<file path="src/rtl/dc2d_pkg.sv">
// Shared types and constants for the direct 2-D convolution engine.
package dc2d_pkg;

  localparam int INPUT_WORDS_DEF  = 16384;
  localparam int WEIGHT_WORDS_DEF = 4096;

  localparam logic [1:0] OP_LOAD_IN  = 2'd0;
  localparam logic [1:0] OP_LOAD_WT  = 2'd1;
  localparam logic [1:0] OP_COMPUTE  = 2'd2;

  localparam logic [2:0] REG_IN_HEIGHT   = 3'd0;
  localparam logic [2:0] REG_IN_WIDTH    = 3'd1;
  localparam logic [2:0] REG_KERN_HEIGHT = 3'd2;
  localparam logic [2:0] REG_KERN_WIDTH  = 3'd3;
  localparam logic [2:0] REG_STRIDE_H    = 3'd4;
  localparam logic [2:0] REG_STRIDE_W    = 3'd5;
  localparam logic [2:0] REG_IN_CHANNELS = 3'd6;
  localparam logic [2:0] REG_OUT_CHANNELS = 3'd7;

  localparam int CFG_DATA_W = 11;
  localparam int IA_W       = 35;
  localparam int WA_W       = 33;
  localparam int WIN_W      = 77;
  localparam int SUM_W      = 78;

  localparam logic [31:0] FP_DEFAULT_NAN = 32'hFFC0_0000;
  localparam logic [31:0] FP_QUIET_BIT   = 32'h0040_0000;

  typedef enum logic [1:0] {ADV_NONE, ADV_C, ADV_S, ADV_R} adv_e;

  typedef struct packed {
    logic [10:0] in_height;
    logic [10:0] in_width;
    logic [4:0]  kern_height;
    logic [4:0]  kern_width;
    logic [4:0]  stride_height;
    logic [4:0]  stride_width;
    logic [10:0] in_channels;
    logic [10:0] out_channels;
  } cfg_t;

  typedef struct packed {
    logic setup1;
    logic setup2;
    logic read;
    logic acc_load;
    adv_e adv;
    logic res_load;
    logic res_err;
  } cmd_t;

  typedef struct packed {
    logic err;
    logic empty;
  } sts_t;

endpackage

</file>
<file path="src/rtl/dc2d_cfg.sv">
// Configuration register file.
module dc2d_cfg (
  input  logic                               clk_i,
  input  logic                               rst_ni,
  input  logic                               cfg_we_i,
  input  logic [2:0]                         cfg_index_i,
  input  logic [dc2d_pkg::CFG_DATA_W-1:0]    cfg_data_i,
  output dc2d_pkg::cfg_t                     cfg_o
);
  import dc2d_pkg::*;

  cfg_t cfg_q;

  always_ff @(posedge clk_i or negedge rst_ni) begin
    if (!rst_ni) begin
      cfg_q.in_height     <= 11'd1;
      cfg_q.in_width      <= 11'd1;
      cfg_q.kern_height   <= 5'd1;
      cfg_q.kern_width    <= 5'd1;
      cfg_q.stride_height <= 5'd1;
      cfg_q.stride_width  <= 5'd1;
      cfg_q.in_channels   <= 11'd1;
      cfg_q.out_channels  <= 11'd1;
    end else if (cfg_we_i) begin
      case (cfg_index_i)
        REG_IN_HEIGHT:    cfg_q.in_height     <= cfg_data_i;
        REG_IN_WIDTH:     cfg_q.in_width      <= cfg_data_i;
        REG_KERN_HEIGHT:  cfg_q.kern_height   <= cfg_data_i[4:0];
        REG_KERN_WIDTH:   cfg_q.kern_width    <= cfg_data_i[4:0];
        REG_STRIDE_H:     cfg_q.stride_height <= cfg_data_i[4:0];
        REG_STRIDE_W:     cfg_q.stride_width  <= cfg_data_i[4:0];
        REG_IN_CHANNELS:  cfg_q.in_channels   <= cfg_data_i;
        REG_OUT_CHANNELS: cfg_q.out_channels  <= cfg_data_i;
        default: ;
      endcase
    end
  end

  assign cfg_o = cfg_q;

endmodule

</file>
<file path="config.mk">
export PLATFORM = sky130hd
export DESIGN_NAME = dc2d_cfg
export DESIGN_NICKNAME = d
export VERILOG_FILES = /design/src/rtl/dc2d_pkg.sv /design/src/rtl/dc2d_cfg.sv
export SDC_FILE = /design/constraint.sdc
export NUM_CORES = 1
export LEC_CHECK = 0
export ABC_AREA = 1
export ABC_CLOCK_PERIOD_IN_PS = 1000
export CAP_MARGIN = 20
export CORE_UTILIZATION = 25
export CTS_CLUSTER_SIZE = 14
export DETAILED_ROUTE_END_ITERATION = 8
export DONT_BUFFER_PORTS = 1
export REMOVE_ABC_BUFFERS = 1
export SETUP_SLACK_MARGIN = 0.2
export SKIP_LAST_GASP = 1
export SLEW_MARGIN = 20
export SYNTH_ARGS = -nofsm -noshare
export SYNTH_HDL_FRONTEND = slang
export SYNTH_SLANG_ARGS = --single-unit
</file>
<file path="constraint.sdc">
create_clock -name clk_i -period 1 [get_ports clk_i]
set_clock_uncertainty 0.1 [all_clocks]
set_input_delay 0 -clock clk_i [delete_from_list [all_inputs] [get_ports clk_i]]
set_output_delay 0 -clock clk_i [all_outputs]
set_load 0.01 [all_outputs]
</file>
Yosys cells after proc, flatten, opt, wreduce, memory -nomap -nowiden
Index checks and enable logic that the tools add are counted.
- output and inout bits: 64
- input port bits: 17
- bits in registers: 64
- word-level logic and storage cells: 24
- reduce and logical (&&, ||, !) cells: 9
- equal/unequal tests: 7
- operators with widths (kind ; count):
    AND reduction 2 bit ; 8
    equality test 3 bit (second input constant) ; 4
    equality test 3 x 2 -> 1 bit (second input constant) ; 2
    equality test 3 x 1 -> 1 bit (second input constant) ; 1
    logical NOT 3 bit ; 1

Logic depth before layout (Yosys ltp)
- word-level depth: 2
- depth in mapped cells: 6
- gate-level depth less buffers: 5

Worst setup path before layout
Ideal clock, no wire load.
- path kind: register -> register
- start point: reg cfg_o[22] (netlist name)
- end point: reg cfg_q (netlist bit cfg_o[22])
- data required time: 0.840 ns
- path buffers: 0
- cell stages (with the launch flop): 3
- data arrival time: 0.639 ns
- path slack: 0.201 ns
- period minus slack after synthesis: 0.799 ns
- setup time: 0.060 ns
- path through: dfstp_2 > nand2_1 > nand2_1
- RTL lines (element ; RTL line ; RTL):
    end, declared ; dc2d_cfg.sv:12 ; cfg_t cfg_q;

Worst setup path in the final report
- start point: reg cfg_q (netlist bit cfg_o[37])
- end point: out cfg_o[37] (netlist name)
- RTL lines (element ; RTL line ; RTL):
    end, declared ; dc2d_cfg.sv:8 ; output dc2d_pkg::cfg_t cfg_o
No word-level cell between the ends.

==> summary.md <==
| Metric | Value |
|---|---|
| Minimum clock period after layout | 1.01 ns |
| Share of cells above drive strength 1 | 0.126 |
| Commonest non-fill, non-tap cell in the layout | nand2_1 |
| Worst-path fanout max | 2 |
| Die Span Y | 104 um |
| Syn Inst Count | 299 |
| Switching pwr | 1980 uW |
| Final Hold Vio Count | 117 |
| Final WL | 7020 um |
| Int Pwr | 4670 uW |
| Max clock buf depth | 2 |
| Slew margin rel. | 0.687 |
| Most frequent cells in the layout | nand2_1 (170), dfrtp_1 (54), nand3_1 (32) |
| Clk pwr share | 0.340 |
| RSZ-0062 raised after global routing | true |
| Setup_tns | -0.0269 ns |
| CTS Buf Count | 9 |
| Outcome | finished with violations |
| Largest net degree at the start of global routing | 65 |
| Number of diodes | 0 |
| Filler cell count | 1035 |
| Number of hold buffers added after CTS | 11 |
| WP data arrival | 0.91 ns |
| Clock root buffer | clkbuf_8 |
| Yosys reg bits | 64 |
| Gp weighted congestion | 0.744 |
| Worst Setup End Kind | primary output |
| Nets | 330 |
| Crit Path Class | register to primary output |
| Vias in the first global route | 1989 |
| Final Core Density | 0.309 |
| WL/cell | 15.6 um |
| Buffers added on ports | 0 |
| Via count | 1954 |
| Core ar. | 9910 um^2 |
| Antenna viol nets, final | 0 |
| Max_cap viols | 0 |
| Worst vdd ir | 0.000665 V |
| H-tree depth | 3 |
| Via density | 4.33 |
| Slew @ Worst Pin | 0.469 ns |
| Sequential area share after synthesis | 0.621 |
| Setup violators final | 3 |
| Iter 0 DRT Violations | 103 |
| Footprint of the multi-input gates | 862 um^2 |
| DP HPWL | 4770 um |
| Clk_lat worst skew | 0.32 ns |
| CP Data Required Time | 0.90 ns |
| CTS tree | built |
| Worst min path class | primary input to async pin |
| CTS clk-pin slew, worst paths | 0.07 ns |
| Failing checks | negative hold slack, negative setup slack |
| Max reg flops | 64 |
| Netlist Area Pre-Place | 2590 um^2 |
| YS warnings | 0 |
| Die footprint | 10800 um^2 |
| P_leak | 0.00162 uW |
| Final WS setup | -0.0123 ns |
| # IOs | 81 |
| Max Fclk | 988 MHz |
| Syn_area_per_cell | 8.67 um^2 |
| Sequential Area | 1610 um^2 |
| Flop pwr share | 0.564 |
| Largest cells by area after synthesis | dfrtp_1 (54%), nand2_1 (25%), dfstp_2 (8.1%) |
| Final worst hold slack | -0.740 ns |
| Die width | 104 um |
| Pwr Density | 2170 nW/um^2 |
| Initial antenna violation count | 0 |
| Leading area contributor after synthesis | dfrtp_1 |
| Final Max Slew Viols | 0 |
| First-pass GRT wire length | 11400 um |
| Remaining Overflow, GRT | 0 |
| Comb power frac | 0.096 |
| P&R area growth vs syn | 17.9% |
| Register-to-Register Setup Slack | 0.13 ns |
| Drt pass-1 iters | 4 |
| Switching fraction of total power | 0.298 |
| Fin crit share | 1.01 |
| DR DRC count | 0 |
| Crit path launch type | register |
| Starting Density | 0.262 |
| Rows | 36 |
| Top cell type's share of synthesized area | 0.540 |
| Clk sinks | 64 |
| Netlist cell types | 12 |
| GRT Overall Usage | 0.140 |
## worst reg2reg max path: stages, from the launching register on
cell and delay [ns]:
dfstp_2 0.57, nand2_1 0.06, nand2_1 0.08
## stage by stage
step                      cells  instance area (um^2)  setup WS (ns)  total power [uW]
after floorplan             283                  2490         -0.371              4090
after global placement      424                  2730         0.0262              4330
after detailed placement    424                  2730         0.0325              4370
after CTS                   451                  3040        -0.0268              6740
after global routing        451                  3060        -0.0491              7010
final                       451                  3060        -0.0123              6650
## what timing repair did
action | in CTS | in global routing
setup buffers | 0 | 0
gates resized for setup | 0 | 10
pin swaps | 3 | 21
hold endpoints to repair | 128 | 114
endpoints found under the setup margin | 73 | 116
## cell families (layout without fill, tap and decap cells)
group         count (synthesis)  after routing  share of synthesized area
simple gates                213            213                      0.329
buf+inv                      22             41                     0.0492
flops                        64             64                      0.621
## synth_stat cells
cell type	count
nor2_4	1
buf_4	5
buf_2	9
inv_1	5
dfrtp_1	56
buf_6	2
nand2_1	173
inv_2	1
nand3_1	32
nor2_1	4
nor2_2	3
dfstp_2	8
## power by group through the flow
stage	Clock [uW]	Combinational, uW	Sequential [uW]
finish	2260	640	3750
CTS	2320	644	3770
global placement	0	527	3800
global route	2440	753	3820
detailed placement	0	565	3810
floorplan	0	441	3650
## final cells by class
cell class	instances	share of cell area
flip-flops and latches	64	0.528
well taps	133	0.0544
clock buffers	13	0.0519
inverters	6	0.00736
multi-input cells	213	0.282
clock inverters	3	0.0131
repair buffers	19	0.0638
## layer usage
metal,GRT usage,wire length (um),vias to the layer above
li1,-,-,947
met1,0.170,3060,922
met2,0.221,3210,76
met3,0.0614,647,9
met4,0.0459,102,0
met5,0,0,-
## worst paths after layout
path,startpoint,to,cells after the start
max,cfg_o[37],cfg_o[37],0
min,rst_ni,cfg_o[13],0
max reg2reg,cfg_o[0],cfg_o[0],2
min reg2reg,cfg_o[11],cfg_o[11],2
max in group asynchronous,rst_ni,cfg_o[53],0
min in group clk_i,cfg_index_i[0],cfg_o[37],3
No activity file was read; power rests on OpenSTA's default activity.
