--- config.mk ---
export PLATFORM = sky130hd
export DESIGN_NAME = dc2d_ctrl
export DESIGN_NICKNAME = d
export VERILOG_FILES = /design/src/rtl/dc2d_pkg.sv /design/src/rtl/dc2d_ctrl.sv
export SDC_FILE = /design/constraint.sdc
export NUM_CORES = 1
export LEC_CHECK = 0
export BUFFER_PORTS_ARGS = -buffer_cell sky130_fd_sc_hd__clkbuf_2
export CAP_MARGIN = 20
export CELL_PAD_IN_SITES_DETAIL_PLACEMENT = 0
export CELL_PAD_IN_SITES_GLOBAL_PLACEMENT = 1
export CORE_MARGIN = 4
export CORE_UTILIZATION = 39
export DETAILED_ROUTE_END_ITERATION = 8
export GPL_ROUTABILITY_DRIVEN = 1
export HOLD_SLACK_MARGIN = 0.05
export PLACE_DENSITY_LB_ADDON = 0.2
export RECOVER_POWER = 100
export SETUP_SLACK_MARGIN = 0.5
export SLEW_MARGIN = 0
export SYNTH_ARGS = -nofsm -noshare
export SYNTH_HDL_FRONTEND = slang
export SYNTH_SLANG_ARGS = --single-unit
--- constraint.sdc ---
create_clock -name clk_i -period 6.95 [get_ports clk_i]
set_clock_uncertainty 0.1 [all_clocks]
set_input_delay 0 -clock clk_i [delete_from_list [all_inputs] [get_ports clk_i]]
set_output_delay 0 -clock clk_i [all_outputs]
set_load 0.02 [all_outputs]
--- src/rtl/dc2d_pkg.sv ---
// Shared types and constants for the direct 2-D convolution engine.
package dc2d_pkg;

  localparam int INPUT_WORDS_DEF  = 16384;
  localparam int WEIGHT_WORDS_DEF = 4096;

  localparam logic [1:0] OP_LOAD_IN  = 2'd0;
  localparam logic [1:0] OP_LOAD_WT  = 2'd1;
  localparam logic [1:0] OP_COMPUTE  = 2'd2;

  localparam logic [2:0] REG_IN_HEIGHT   = 3'd0;
  localparam logic [2:0] REG_IN_WIDTH    = 3'd1;
  localparam logic [2:0] REG_KERN_HEIGHT = 3'd2;
  localparam logic [2:0] REG_KERN_WIDTH  = 3'd3;
  localparam logic [2:0] REG_STRIDE_H    = 3'd4;
  localparam logic [2:0] REG_STRIDE_W    = 3'd5;
  localparam logic [2:0] REG_IN_CHANNELS = 3'd6;
  localparam logic [2:0] REG_OUT_CHANNELS = 3'd7;

  localparam int CFG_DATA_W = 11;
  localparam int IA_W       = 35;
  localparam int WA_W       = 33;
  localparam int WIN_W      = 77;
  localparam int SUM_W      = 78;

  localparam logic [31:0] FP_DEFAULT_NAN = 32'hFFC0_0000;
  localparam logic [31:0] FP_QUIET_BIT   = 32'h0040_0000;

  typedef enum logic [1:0] {ADV_NONE, ADV_C, ADV_S, ADV_R} adv_e;

  typedef struct packed {
    logic [10:0] in_height;
    logic [10:0] in_width;
    logic [4:0]  kern_height;
    logic [4:0]  kern_width;
    logic [4:0]  stride_height;
    logic [4:0]  stride_width;
    logic [10:0] in_channels;
    logic [10:0] out_channels;
  } cfg_t;

  typedef struct packed {
    logic setup1;
    logic setup2;
    logic read;
    logic acc_load;
    adv_e adv;
    logic res_load;
    logic res_err;
  } cmd_t;

  typedef struct packed {
    logic err;
    logic empty;
  } sts_t;

endpackage

--- src/rtl/dc2d_ctrl.sv ---
// Sequencer: setup, kernel loop over r, s, c and the multi-cycle FMA steps.
module dc2d_ctrl (
  input  logic            clk_i,
  input  logic            rst_ni,
  input  dc2d_pkg::cfg_t  cfg_i,
  input  logic            take_compute_i,
  input  logic            out_ready_i,
  input  dc2d_pkg::sts_t  sts_i,
  output logic            in_ready_o,
  output logic            out_valid_o,
  output dc2d_pkg::cmd_t  cmd_o
);
  import dc2d_pkg::*;

  typedef enum logic [3:0] {
    ST_IDLE, ST_SETUP1, ST_SETUP2, ST_CHECK, ST_READ, ST_MUL, ST_ALIGN,
    ST_ADD, ST_LZC, ST_SHIFT, ST_ROUND, ST_FINISH
  } state_e;

  state_e      state_q;
  logic [4:0]  r_q, s_q;
  logic [10:0] c_q;
  logic        out_valid_q;
  logic        err_q;
  logic        last_c, last_s, last_r;
  logic        res_fire;

  assign last_c   = c_q == cfg_i.in_channels - 11'd1;
  assign last_s   = s_q == cfg_i.kern_width - 5'd1;
  assign last_r   = r_q == cfg_i.kern_height - 5'd1;
  assign res_fire = (state_q == ST_FINISH) && (!out_valid_q || out_ready_i);

  always_ff @(posedge clk_i or negedge rst_ni) begin
    if (!rst_ni) begin
      state_q     <= ST_IDLE;
      r_q         <= '0;
      s_q         <= '0;
      c_q         <= '0;
      out_valid_q <= 1'b0;
      err_q       <= 1'b0;
    end else begin
      if (out_valid_q && out_ready_i) begin
        out_valid_q <= 1'b0;
      end
      case (state_q)
        ST_IDLE: begin
          if (take_compute_i) begin
            state_q <= ST_SETUP1;
          end
        end
        ST_SETUP1: state_q <= ST_SETUP2;
        ST_SETUP2: state_q <= ST_CHECK;
        ST_CHECK: begin
          err_q <= sts_i.err;
          r_q   <= '0;
          s_q   <= '0;
          c_q   <= '0;
          if (sts_i.err || sts_i.empty) begin
            state_q <= ST_FINISH;
          end else begin
            state_q <= ST_READ;
          end
        end
        ST_READ:  state_q <= ST_MUL;
        ST_MUL:   state_q <= ST_ALIGN;
        ST_ALIGN: state_q <= ST_ADD;
        ST_ADD:   state_q <= ST_LZC;
        ST_LZC:   state_q <= ST_SHIFT;
        ST_SHIFT: state_q <= ST_ROUND;
        ST_ROUND: begin
          if (!last_c) begin
            c_q     <= c_q + 11'd1;
            state_q <= ST_READ;
          end else if (!last_s) begin
            c_q     <= '0;
            s_q     <= s_q + 5'd1;
            state_q <= ST_READ;
          end else if (!last_r) begin
            c_q     <= '0;
            s_q     <= '0;
            r_q     <= r_q + 5'd1;
            state_q <= ST_READ;
          end else begin
            state_q <= ST_FINISH;
          end
        end
        ST_FINISH: begin
          if (res_fire) begin
            out_valid_q <= 1'b1;
            state_q     <= ST_IDLE;
          end
        end
        default: state_q <= ST_IDLE;
      endcase
    end
  end

  always_comb begin
    cmd_o          = '0;
    cmd_o.adv      = ADV_NONE;
    case (state_q)
      ST_SETUP1: cmd_o.setup1 = 1'b1;
      ST_SETUP2: cmd_o.setup2 = 1'b1;
      ST_READ:   cmd_o.read   = 1'b1;
      ST_ROUND: begin
        cmd_o.acc_load = 1'b1;
        if (!last_c) begin
          cmd_o.adv = ADV_C;
        end else if (!last_s) begin
          cmd_o.adv = ADV_S;
        end else if (!last_r) begin
          cmd_o.adv = ADV_R;
        end else begin
          cmd_o.adv = ADV_NONE;
        end
      end
      ST_FINISH: begin
        cmd_o.res_load = res_fire;
        cmd_o.res_err  = err_q;
      end
      default: ;
    endcase
  end

  assign in_ready_o  = state_q == ST_IDLE;
  assign out_valid_o = out_valid_q;

endmodule

* After elaboration in Yosys (flattened, before gate mapping)
Cells that the tools add are included.
** Word-level totals
- Flip-flop bits (word level) :: 27
- Latch bits :: 0
- RAM bits :: 0
- ROM bits :: 0
- Input port bits :: 70
- Output and inout port bits :: 10
- Logic and storage cells :: 74
- Memories kept :: 0
** Cells by class
- Add/subtract/negate cells :: 6
- Multipliers :: 0
- Div/mod/pow operators :: 0
- Magnitude comparators :: 0
- Equal/unequal tests :: 21
- Shift-type cells :: 0
- Multiplexer cells :: 30
- Bitwise logic cells :: 0
- Reduce and logical (&&, ||, !) cells :: 11
** Operators by type and width (number)
- 4-bit case mux with 12 select lines :: 1
- 11-bit two-way mux :: 3
- 5-bit two-way mux :: 6
- 4-bit two-way mux :: 6
- 11-bit case mux with 2 select lines :: 1
- 5-bit case mux with 2 select lines :: 2
- 4-bit by 3-bit equality test with 1-bit output, second input constant :: 4
- 4-bit equality test, second input constant :: 4
- 11-bit by 1-bit adder with 11-bit output, second input constant :: 1
- 11-bit equality test :: 1
- 11-bit by 1-bit subtractor with 11-bit output, second input constant :: 1
- 5-bit by 1-bit adder with 5-bit output, second input constant :: 2
- 5-bit equality test :: 2
- 2-bit != test, second input constant :: 5
- 5-bit by 1-bit subtractor with 5-bit output, second input constant :: 2
- 4-bit by 2-bit equality test with 1-bit output, second input constant :: 2
- 2-bit two-way mux :: 4
- 1-bit two-way mux :: 6
- 4-bit by 1-bit equality test with 1-bit output, second input constant :: 1
- 4-bit logical NOT :: 1
- 4-bit != test, second input constant :: 1
- 2-bit AND reduction :: 2
- 4-bit AND reduction :: 1
- 3-bit two-way mux :: 1
- other kinds (6) :: 8

* Depth between registers and ports, before layout
- Word-level depth :: 6
- Depth in mapped cells :: 10
- Gate-level depth less buffers :: 10

* Worst setup path before layout
No wires, ideal clock.
- Path type :: input to register
- Start :: input port cfg_i[13] in the netlist's numbering
- End :: register c_q[9]
- Setup time :: 0.077 ns
- Arrival time :: 2.348 ns
- Data required time :: 6.773 ns
- Slack :: 4.424 ns
- Stages on the path :: 8
- Path buffers :: 0
- Cell sequence :: or3_4 or4_1 mux2i_1 o32ai_4 o31ai_4 a211o_1 or3_1 a21oi_1
** On the way
- Cells in the longest elaborated chain, start to end :: 4
- Elaborated cells on any way between the ends :: 6
- Those cells by class :: add/sub (1); eq/ne (2); mux (2); reduce/logical (1)
** Ends and longest elaborated chain
- start, declared :: line dc2d_ctrl.sv:5 : input dc2d_pkg::cfg_t cfg_i,
- 11-bit by 1-bit subtractor with 11-bit output (*) :: line dc2d_ctrl.sv:28 : assign last_c = c_q == cfg_i.in_channels - 11'd1;
- 11-bit equality test (*) :: line dc2d_ctrl.sv:28
- 4-bit != test (no line) / 11-bit two-way mux (equally long branches)
- 2-bit AND reduction (no line) / 11-bit case mux with 2 select lines (equally long branches)
- end signal, assigned :: line dc2d_ctrl.sv:72 : c_q <= c_q + 11'd1;
- end, declared :: line dc2d_ctrl.sv:22 : logic [10:0] c_q;
Every way passes the cells marked *; elsewhere a longest branch is shown, timed or not.
A chain may end at the register's enable or synchronous reset.

* Worst setup path after layout
- Start :: register c_q[8]
- End :: register c_q[10]
** On the way
- Cells in the longest elaborated chain, start to end :: 3
- Elaborated cells on any way between the ends :: 6
- Those cells by class :: add/sub (1); eq/ne (2); mux (2); reduce/logical (1)
** Ends and longest elaborated chain (line)
- 11-bit by 1-bit adder with 11-bit output / 11-bit equality test (equally long branches) :: dc2d_ctrl.sv:72, dc2d_ctrl.sv:28
- 11-bit two-way mux / 4-bit != test (equally long branches)
- 11-bit case mux with 2 select lines / 2-bit AND reduction (equally long branches)
Several ways; a longest one is shown, not always the timed one.

==> impl_metrics.tcl <==
set metrics [dict create \
    die_w_um 82.05 \
    ys_seq_area_share_pct 31.60 \
    reg2reg_depth 8 \
    synth_flop_cell "dfrtp_1" \
    crit_arrival_ns 3.22 \
    fin_setup_tns_ns 0 \
    r2r_slack_ns 3.79 \
    cts_resized 0 \
    synth_fp_nets 324 \
    crit_path_end "c_q[10]" \
    finish.net_count 362 \
    cts_tree "built" \
    post-route-util_pct 45.96 \
    antenna_found_initial 0 \
    rsz0062_at_grt "no" \
    max_freq_mhz 316.5 \
    syn_area_um2 2138 \
    async_flop_share_pct 100.0 \
    hold_violations 0 \
    post-place-ws_ns 4.093 \
    layout_common_cells "xnor2_1, dfrtp_1, clkbuf_2, nand2_1, nor2_1" \
    finalCritPeriodShare_pct 45.46 \
    cts_root_buffer "clkbuf_8" \
    clkPwrFrac_pct 16.6 \
    ys_seq_elements 27 \
    rows 26 \
    violations "max-capacitance violations, max-slew violations" \
    grt_pass1_wl_mm 8.024 \
    cp-end-kind "flop" \
    relSlewSlack_pct -0.1918 \
    die_area_um2 6731 \
    avgSynthCellArea_um2 8.622 \
    cts_buffers 3 \
    reg2reg_from "c_q[8]" \
    final_cells 355 \
    crit_start "c_q[8]" \
    fillers 551 \
    drtAntennaViolNets 0 \
    avgRoutedWirePerCell_um 13.09 \
    drive_gt1_share_pct 12.63 \
    drv_slew 27 \
    grt_pass1_vias 1813 \
    combPwrFrac_pct 40.5 \
    synth_cell_types 56 \
    clock_sinks 27 \
    cap_viol_max_count 1 \
    htree_levels 1 \
    drc 0 \
    finalPower_mw 0.5364 \
    io_pins 80 \
    area_growth_pct 11.88 \
    worst_slack_ns 3.791 \
    dpl.hpwl_mm 3.594 \
    drtIter0Drc 46 \
    p_sw_mw 0.2299 \
    gp_congestion 0.8346 \
    grt.overflow.total 0 \
    setup-violations-final 0 \
    synth_area_leaders "dfrtp_1, xnor2_1, xor2_1" \
    grt_max_degree 28 \
    irDropWorstVdd_mv 0.1443 \
    swShare_pct 42.86 \
    crit_path_max_fanout 10 \
    clk_pin_slew_ns 0.09 \
    clock_latency_ns 0.27 \
    power.internal_mw 0.3065 \
    synth-edff-count 0 \
    p_leak_nw 1.009 \
    hp-class "input port to flop" \
    coreArea_um2 5205 \
    syn_inst 248 \
    dp_cells 347 \
    run_status "finished, violations left" \
    final_common_cell "xnor2_1" \
    clockBufferDepth 2 \
    powerDensity_nw_per_um2 224.2 \
    synth_top_area_cell "dfrtp_1" \
    routed_via_density 5.208 \
    io_buffers 36 \
    critical_path_required_ns 7.01 \
    wl_mm 4.647 \
    tightest_slew_ns 1.503 \
    die_h_um 82.05 \
    worstReg2RegEnd "c_q[10]" \
    pwr-share-seq_pct 42.9 \
    grt_usage_pct 14.94 \
    num_vias 1849 \
    layout_min_cycle_time_ns 3.159 \
    start_util_pct 41.08 \
    yosysWarnings 0 \
    crit_type "flop to flop" \
    startpoint_type "flop" \
    synth.top_cell.area_share_pct 31.60 \
    dr.pass1.iters 4 \
    diodes 0 \
]
-- state kept, by name, summed over array words and instances (netlist names) --
register     count
c_q             11
err_q            1
out_valid_o      1
r_q              5
s_q              5
state_q          4
-- cells in the mapped netlist (all sizes together), types with 3 or more instances --
cell type and count:
xor2 11, a211oi 5, nor2 23, clkbuf 6
or2 4, and2 3, or3 6, nand3b 3
nand3 10, nor3 12, nand2b 4, nor3b 3
o31ai 3, nand2 24, xnor2 29, and3 3
a21oi 9, o21ai 12, ha 6, inv 9
a21boi 4, dfrtp 27, nand4 4, nor4 4
-- power by group through the flow --
stage	clock network, mW	registers [mW]	logic (mW)
after detailed placement	0	0.232	0.230
after CTS	0.0920	0.231	0.232
after floorplan	0	0.207	0.189
after global placement	0	0.234	0.229
final	0.0893	0.230	0.217
after global routing	0.0978	0.237	0.246
-- worst min path at each step --
stage | startpoint | to | slack (ns) | cells after the start
finish | take_compute_i | state_q[0] | 0.21 | 6
floorplan | rst_ni | c_q[0] | -0.40 | 0
global route | take_compute_i | state_q[0] | 0.27 | 6
global placement | rst_ni | s_q[4] | -0.009 | 1
CTS | take_compute_i | state_q[0] | 0.19 | 6
detailed placement | rst_ni | s_q[4] | -0.02 | 1
-- routing by layer --
| layer | wire length [µm] | GRT usage [%] | share of wire (%) |
|---|---|---|---|
| met1 | 2346 | 21.00 | 50 |
| met2 | 2049 | 24.39 | 44 |
| met3 | 218 | 1.754 | 4.7 |
| met4 | 32 | 3.488 | 0.69 |
| met5 | 0 | 0 | 0 |
-- final cells by class --
type                    count  area (µm²)  area share (%)
repair buffers             40       209.0           8.734
well taps                  70       87.58           3.661
flip-flops and latches     27       675.6           28.24
clock buffers               4       45.04           1.883
inverters                   9       33.78           1.412
multi-input cells         205        1341           56.07
-- cells by family (layout without fill, tap and decap cells) --
family / Yosys count / in the layout / synth area share (%)
DFF: 27 / 27 / 31.60
buffers and inverters: 16 / 53 / 2.867
adders and majority gates: 6 / 6 / 3.511
AOI/OAI and AO/OA: 49 / 49 / 18.32
xor gates and xnor gates: 40 / 40 / 16.38
and+or+nand+nor: 109 / 109 / 26.86
muxes: 1 / 1 / 0.4681
-- per-stage QoR --
| stage | instance area [µm²] | hold slack (ns) |
|---|---|---|
| finish | 2392 | 0.2091 |
| global route | 2392 | 0.2674 |
| global placement | 2379 | -0.009192 |
| floorplan | 2138 | -0.3956 |
| CTS | 2464 | 0.1913 |
| detailed placement | 2379 | -0.01561 |
-- worst max-delay path, stage by stage, from the launching register on --
cell       delay [ns]
dfrtp_1          0.44
xnor2_1          0.40
xnor2_1          0.17
nor2_1           0.06
o32ai_1          0.61
o31ai_1          0.39
a2111oi_0        0.63
xnor2_1          0.18
nor2_1           0.06
-- what timing repair did --
| action | CTS | global route |
|---|---|---|
| hold endpoints to repair | 31 | 0 |
| hold buffers | 4 | 0 |
| setup buffers | 0 | 0 |
Power figures use the tool's default switching activity.
